`config.mk`:
```
export PLATFORM = sky130hd
export DESIGN_NAME = sawbc_ctrl
export DESIGN_NICKNAME = d
export VERILOG_FILES = /design/src/sv/sawbc_pkg.sv /design/src/sv/sawbc_ctrl.sv
export SDC_FILE = /design/constraint.sdc
export NUM_CORES = 1
export LEC_CHECK = 0
export ABC_AREA = 1
export BUFFER_PORTS_ARGS = -buffer_cell sky130_fd_sc_hd__buf_2
export CAP_MARGIN = 20
export CORE_AREA = 2 2 39 41
export DETAILED_ROUTE_END_ITERATION = 10
export DIE_AREA = 0 0 41 43
export HOLD_SLACK_MARGIN = 0.05
export SYNTH_ARGS = -nofsm -noshare
export SYNTH_HDL_FRONTEND = slang
export SYNTH_SLANG_ARGS = --single-unit
```
`constraint.sdc`:
```
create_clock -name clk -period 1.2 [get_ports clk]
set_input_delay 0.12 -clock clk [delete_from_list [all_inputs] [get_ports clk]]
set_output_delay 0.12 -clock clk [all_outputs]
set_load 0.02 [all_outputs]
```
`src/sv/sawbc_pkg.sv`:
```
// Shared types, constants and helper functions for the set-associative write-back cache.
package sawbc_pkg;

  localparam int MAX_LINES      = 64;
  localparam int LINE_IW        = 6;
  localparam int MAX_LINE_WORDS = 32;
  localparam int WORD_IW        = 5;
  localparam int MEM_BYTES      = 8192;
  localparam int MEM_WORDS      = MEM_BYTES / 4;
  localparam int MEM_AW         = 11;
  localparam int LMEM_WORDS     = MAX_LINES * MAX_LINE_WORDS;
  localparam int LMEM_AW        = LINE_IW + WORD_IW;
  localparam int ADDR_W         = 13;
  localparam int TAG_W          = 13;
  localparam int CNT_W          = 28;
  localparam int CFG_IW         = 3;
  localparam int CFG_DW         = 10;
  localparam int BOOT_WORDS     = 20;

  localparam logic [CNT_W-1:0] CYCLE_LIMIT = 28'd268435454;
  localparam logic [CNT_W-1:0] STAMP_INIT  = 28'hfffffff;

  typedef enum logic [CFG_IW-1:0] {
    CFG_WPL   = 3'd0,
    CFG_LINES = 3'd1,
    CFG_WAYS  = 3'd2,
    CFG_HIT   = 3'd3,
    CFG_MISS  = 3'd4
  } cfg_idx_t;

  typedef enum logic [3:0] {
    ST_CLEAR,
    ST_IDLE,
    ST_PREP,
    ST_SCAN,
    ST_DECIDE,
    ST_WB,
    ST_FILL,
    ST_ACCESS,
    ST_RESP
  } state_t;

  typedef struct packed {
    logic clear;
    logic accept;
    logic prep;
    logic scan;
    logic decide;
    logic wb;
    logic fill;
    logic access;
    logic resp;
  } cmd_t;

  typedef struct packed {
    logic clear_done;
    logic scan_done;
    logic hit;
    logic vic_dirty;
    logic xfer_done;
    logic out_full;
  } sts_t;

  function automatic logic [2:0] flog2(input logic [6:0] v);
    logic [2:0] r;
    r = 3'd0;
    for (int k = 1; k < 7; k++) begin
      if (v[k]) r = 3'(k);
    end
    return r;
  endfunction

  function automatic logic [31:0] boot_word(input logic [4:0] i);
    logic [31:0] w;
    case (i)
      5'd0:    w = 32'hdeadbeef;
      5'd1:    w = 32'hbadacafe;
      5'd2:    w = 32'h01234567;
      5'd3:    w = 32'h89abcdef;
      5'd4:    w = 32'h00112233;
      5'd5:    w = 32'h44556677;
      5'd6:    w = 32'h8899aabb;
      5'd7:    w = 32'hccddeeff;
      5'd8:    w = 32'h68656c6c;
      5'd9:    w = 32'h6f20776f;
      5'd10:   w = 32'h726c6421;
      5'd11:   w = 32'h89abcdef;
      5'd12:   w = 32'h50525456;
      5'd13:   w = 32'h585a5c5e;
      5'd14:   w = 32'h60626466;
      5'd15:   w = 32'h686a6c6e;
      5'd16:   w = 32'h70727476;
      5'd17:   w = 32'h787a7c7e;
      5'd18:   w = 32'h80828486;
      5'd19:   w = 32'h888a8c8e;
      default: w = 32'h0;
    endcase
    return w;
  endfunction

endpackage

```
`src/sv/sawbc_ctrl.sv`:
```
// Sequencing state machine: clearing pass, tag scan, write-back, fill and access.
module sawbc_ctrl (
  input  logic            clk,
  input  logic            rst_n,
  input  logic            in_valid,
  output logic            in_ready,
  input  sawbc_pkg::sts_t sts,
  output sawbc_pkg::cmd_t cmd
);

  sawbc_pkg::state_t state_r, state_nxt;

  always_ff @(posedge clk) begin
    if (!rst_n) begin
      state_r <= sawbc_pkg::ST_CLEAR;
    end else begin
      state_r <= state_nxt;
    end
  end

  always_comb begin
    state_nxt = state_r;
    cmd       = '0;
    in_ready  = 1'b0;
    case (state_r)
      sawbc_pkg::ST_CLEAR: begin
        cmd.clear = 1'b1;
        if (sts.clear_done) state_nxt = sawbc_pkg::ST_IDLE;
      end
      sawbc_pkg::ST_IDLE: begin
        in_ready = 1'b1;
        if (in_valid) begin
          cmd.accept = 1'b1;
          state_nxt  = sawbc_pkg::ST_PREP;
        end
      end
      sawbc_pkg::ST_PREP: begin
        cmd.prep  = 1'b1;
        state_nxt = sawbc_pkg::ST_SCAN;
      end
      sawbc_pkg::ST_SCAN: begin
        cmd.scan = 1'b1;
        if (sts.scan_done) state_nxt = sawbc_pkg::ST_DECIDE;
      end
      sawbc_pkg::ST_DECIDE: begin
        cmd.decide = 1'b1;
        if (sts.hit)            state_nxt = sawbc_pkg::ST_ACCESS;
        else if (sts.vic_dirty) state_nxt = sawbc_pkg::ST_WB;
        else                    state_nxt = sawbc_pkg::ST_FILL;
      end
      sawbc_pkg::ST_WB: begin
        cmd.wb = 1'b1;
        if (sts.xfer_done) state_nxt = sawbc_pkg::ST_FILL;
      end
      sawbc_pkg::ST_FILL: begin
        cmd.fill = 1'b1;
        if (sts.xfer_done) state_nxt = sawbc_pkg::ST_ACCESS;
      end
      sawbc_pkg::ST_ACCESS: begin
        cmd.access = 1'b1;
        state_nxt  = sawbc_pkg::ST_RESP;
      end
      sawbc_pkg::ST_RESP: begin
        if (!sts.out_full) begin
          cmd.resp  = 1'b1;
          state_nxt = sawbc_pkg::ST_IDLE;
        end
      end
      default: state_nxt = sawbc_pkg::ST_CLEAR;
    endcase
  end

endmodule

```
== Word level (Yosys, flattened, before mapping) ==
Index checks and enable logic that the tools add are counted.
W data, S select, Z words.

* Eq/ne operators: 14
* Reduce and logical (&&, ||, !) cells: 2
* Muxes and demuxes: 21

{| class="wikitable"
|+ Operator list
! kind !! count
|-
| $pmux W4 S9 || 1
|-
| $mux W4 || 7
|-
| $eq A4 B3 Y1 const B || 4
|-
| $mux W1 || 12
|-
| $ne A2 B2 Y1 const B || 6
|-
| $eq A4 B2 Y1 const B || 2
|-
| $reduce_and A6 Y1 || 1
|-
| $eq A4 B1 Y1 const B || 1
|-
| $eq A4 B4 Y1 const B || 1
|-
| $logic_not A4 Y1 || 1
|-
| $mux W2 || 1
|}

* Register bits: 4
* Logic and storage cells: 38

== Depth between registers and ports, before layout ==
* Word-level depth: 3
* Depth in mapped cells: 9
* Mapped depth without buffers: 8

== Least setup slack after synthesis ==
Ideal clock, no wire load.

* Path type: register to output
* From: reg state_r[2]
* To: out cmd[3] in the netlist's numbering
* Arrival: 1.098 ns
* Cell stages (with the launch flop): 5
* Slack: -0.018 ns
* Required time: 1.080 ns
* Buffers on the path: 0
* Cell sequence: dfxtp_1 inv_2 nor2_2 inv_2 nor3_1

{| class="wikitable"
|+ RTL lines
! item !! line !! source
|-
| start, declared || sawbc_ctrl.sv:11 || <nowiki>sawbc_pkg::state_t state_r, state_nxt;</nowiki>
|-
| start signal, assigned || sawbc_ctrl.sv:15 || <nowiki>state_r <= sawbc_pkg::ST_CLEAR;</nowiki>
|-
| start signal, assigned || sawbc_ctrl.sv:17 || <nowiki>state_r <= state_nxt;</nowiki>
|-
| end, declared || sawbc_ctrl.sv:8 || <nowiki>output sawbc_pkg::cmd_t cmd</nowiki>
|}

==> impl_results.md <==
- Slowest Stage Delay on Critical Path: between 0.3 and 0.4 ns
- CP Capture Type: primary output
- Post-route ant nets: 0
- Power density over cell area: 2245 nW/um^2
- Cells after DPL: about 110
- Num CTS Buffers: 3
- Nature of the critical path startpoint: flop
- Worst Tran Pin Value: approximately 0.19 ns
- CP required: about 1.1 ns
- Largest net degree at the start of global routing: 8
- Biggest register: state_r
- Distinct cells, synth: 17
- TritonCTS clock tree: yes
- Yosys reg bits: 4
- Hold Vio Cnt, Final: 0
- Vias per cell: 4.484
- Pleak: between 0.3 and 0.4 nW
- Routed len/inst: 10.30 um
- Clk sinks: 4
- R2R Path Start: state_r[3]
- Top Registers: state_r: 4 flops
- Final WS setup: -0.03567 ns
- Ys Warns: 0
- Syn Inst Count: between 70 and 80
- Delay-heaviest family, CP: flip-flops
- Final setup fails: 10
- Pre-antenna DRT Iters: 4
- Final nets: approximately 120
- Clock Skew: between 0.007 and 0.008 ns
- Dpl hpwl: approximately 840 um
- Achievable Freq: about 810 MHz
- Initial antenna violation count: 0
- Leading cell type in the layout, fill and taps excluded: buf_4
- HP Class: input port to flop
- RSZ-0062 raised after global routing: yes
- CP Depth: 4
- Max Cap Violations: 0
- First-pass GRT wire length: between 1.5 and 2 mm
- Total congestion overflow: 0
- Fill cells: roughly 130
- Number of flip-flops in the largest register: 4
- VDD IR-drop max: between 1 and 1.5 mV
- Post-Syn Area: approximately 400 um^2
- GRT Total Usage: between 15 and 20%
- FF-to-FF End: state_r[0]
- Final GP Congestion: just over 0.8
- Hold EP: state_r[2]
- Crit-path cells: nor2_4 -> nand2_1 -> inv_1 -> buf_2
- Hold_buf cts: 0
- Failing checks: setup timing
- Longest Clk Path Bufs: 2
- Starting Density: between 20% and 30%
- Syn avg cell area: 5.489 um^2
- Area Overhead vs Synth: 82.98%
- Core box area: 1384 um^2
- DRC viols: 0
- N_diodes: 0
- Critical-path top delay cell: dfxtp_4
- Die area: between 1500 and 2000 um^2
- CP Class: flop to primary output
- Worst hold path cell count: 3
- FF-to-FF path depth: 7
- Period utilization: 103.0%
- Sequential area share after synthesis: just under 20%
- CTS Root Cell: clkbuf_4
- Syn Nets: between 80 and 90
- Die Wd: a little over 40 um
- Outcome: finished, violations left
- Hold_sp: rst_n
- Pre-CTS setup slack: -0.02878 ns
- Worst slew margin: between 80 and 90%
- Row cnt: 14
- Clk_lat worst skew: between 0.2 and 0.25 ns
- Tmin final: about 1.2 ns
- Max FO, Critical Path: 6
- Die Ht: roughly 43 um
- R2r setup slk: -0.03 ns
- Ports: 19
- Final count of pins violating max slew: 0
- Initial DRC Count: 5
- Vias in the first global route: 506
- Via count: about 550
- Non-filler cells, final: 122
- Layout cells sized above 1: between 60 and 70%
- CP startpoint: state_r[3]
- Clk slew on worst S/H paths: roughly 0.040 ns
- Critical path buffers and inverters: 2
- Most frequent cells in the layout: buf_4, nand2_1, inv_1, buf_2, nand2_2
- Drt total wl: roughly 1.3 mm
- # H-tree levels: 1
- Port Buf Inserts: 18
- Worst path arrival time: about 1.1 ns
==> per-stage QoR <==
| step | cell area [um^2] | util (%) | power (mW) | hold slack (ns) | setup TNS [ns] |
|---|---|---|---|---|---|
| 6_report | 753.2 | 54.43 | 1.691 | 0.1375 | -0.1926 |
| 5_1_grt | 753.2 | 54.43 | 1.834 | 0.1388 | -1.122 |
| 4_1_cts | 695.7 | 50.27 | 1.491 | 0.1338 | -0.08047 |
| 3_5_place_dp | 565.5 | 40.87 | 1.106 | 0.3892 | -0.06573 |
| 3_3_place_gp | 565.5 | 40.87 | 1.100 | 0.3842 | 0 |
| 2_1_floorplan | 421.7 | - | 0.8659 | 0.2407 | 0 |
==> report_power, final <==
group	switching, mW	internal [mW]
Clock	0.0499	0.111
Sequential	0.0991	0.198
Combinational	0.673	0.560
==> tightest hold or removal path: stages <==
cell and delay (ns):
buf_2 0.12, nand2_1 0.06, nor2_1 0.03
==> Yosys cell counts <==
master | n | area, um^2
inv_2 | 6 | 22.52
a21oi_1 | 3 | 15.01
nand4_1 | 1 | 6.260
nor2_2 | 6 | 37.54
nand3_1 | 7 | 35.03
nand3_2 | 1 | 10.01
o21ai_0 | 1 | 5.000
nand3b_1 | 1 | 7.510
nor3_1 | 2 | 10.01
dfxtp_1 | 4 | 80.08
nand2_2 | 4 | 25.02
nor2_1 | 9 | 33.78
inv_1 | 11 | 41.29
clkinv_1 | 1 | 3.750
nand2_1 | 16 | 60.06
buf_6 | 1 | 11.26
a21boi_1 | 1 | 7.510
==> final cells by class <==
type | instances | area [um^2] | area share, %
repair buffers | 29 | 221.5 | 29.40
multi-input cells | 52 | 321.6 | 42.69
inverters | 18 | 72.57 | 9.635
clock buffers | 3 | 22.52 | 2.990
well taps | 16 | 20.02 | 2.658
flip-flops and latches | 4 | 95.09 | 12.62
==> layer usage <==
layer	GRT usage [%]	routed length, um	share of wire [%]
met1	17.86	509	41
met2	25.62	698	56
met3	4.712	41	3.3
met4	9.333	6	0.48
met5	0	0	0
==> cell families (layout without fill, tap and decap cells) <==
family	count (synthesis)	count (layout)	share of synthesized area, %
AOI/OAI and AO/OA	5	5	6.685
buffers and inverters	19	50	19.15
DFF	4	4	19.45
and+or+nand+nor	47	47	54.71
==> how the worst max path moves through the flow <==
stage            endpoint  slack [ns]
4_1_cts            cmd[3]       -0.03
3_5_place_dp   state_r[1]       -0.03
2_1_floorplan  state_r[0]        0.10
5_1_grt        state_r[1]       -0.11
6_report           cmd[5]       -0.04
3_3_place_gp   state_r[0]       0.004
==> repair_timing <==
item,4_1_cts,5_1_grt
hold endpoints to repair,0,0
pin swaps,5,2
endpoints found under the setup margin,13,13
buffers inserted,3,2
resized for setup,29,15
Note: power is estimated with default switching activity, not from simulation.
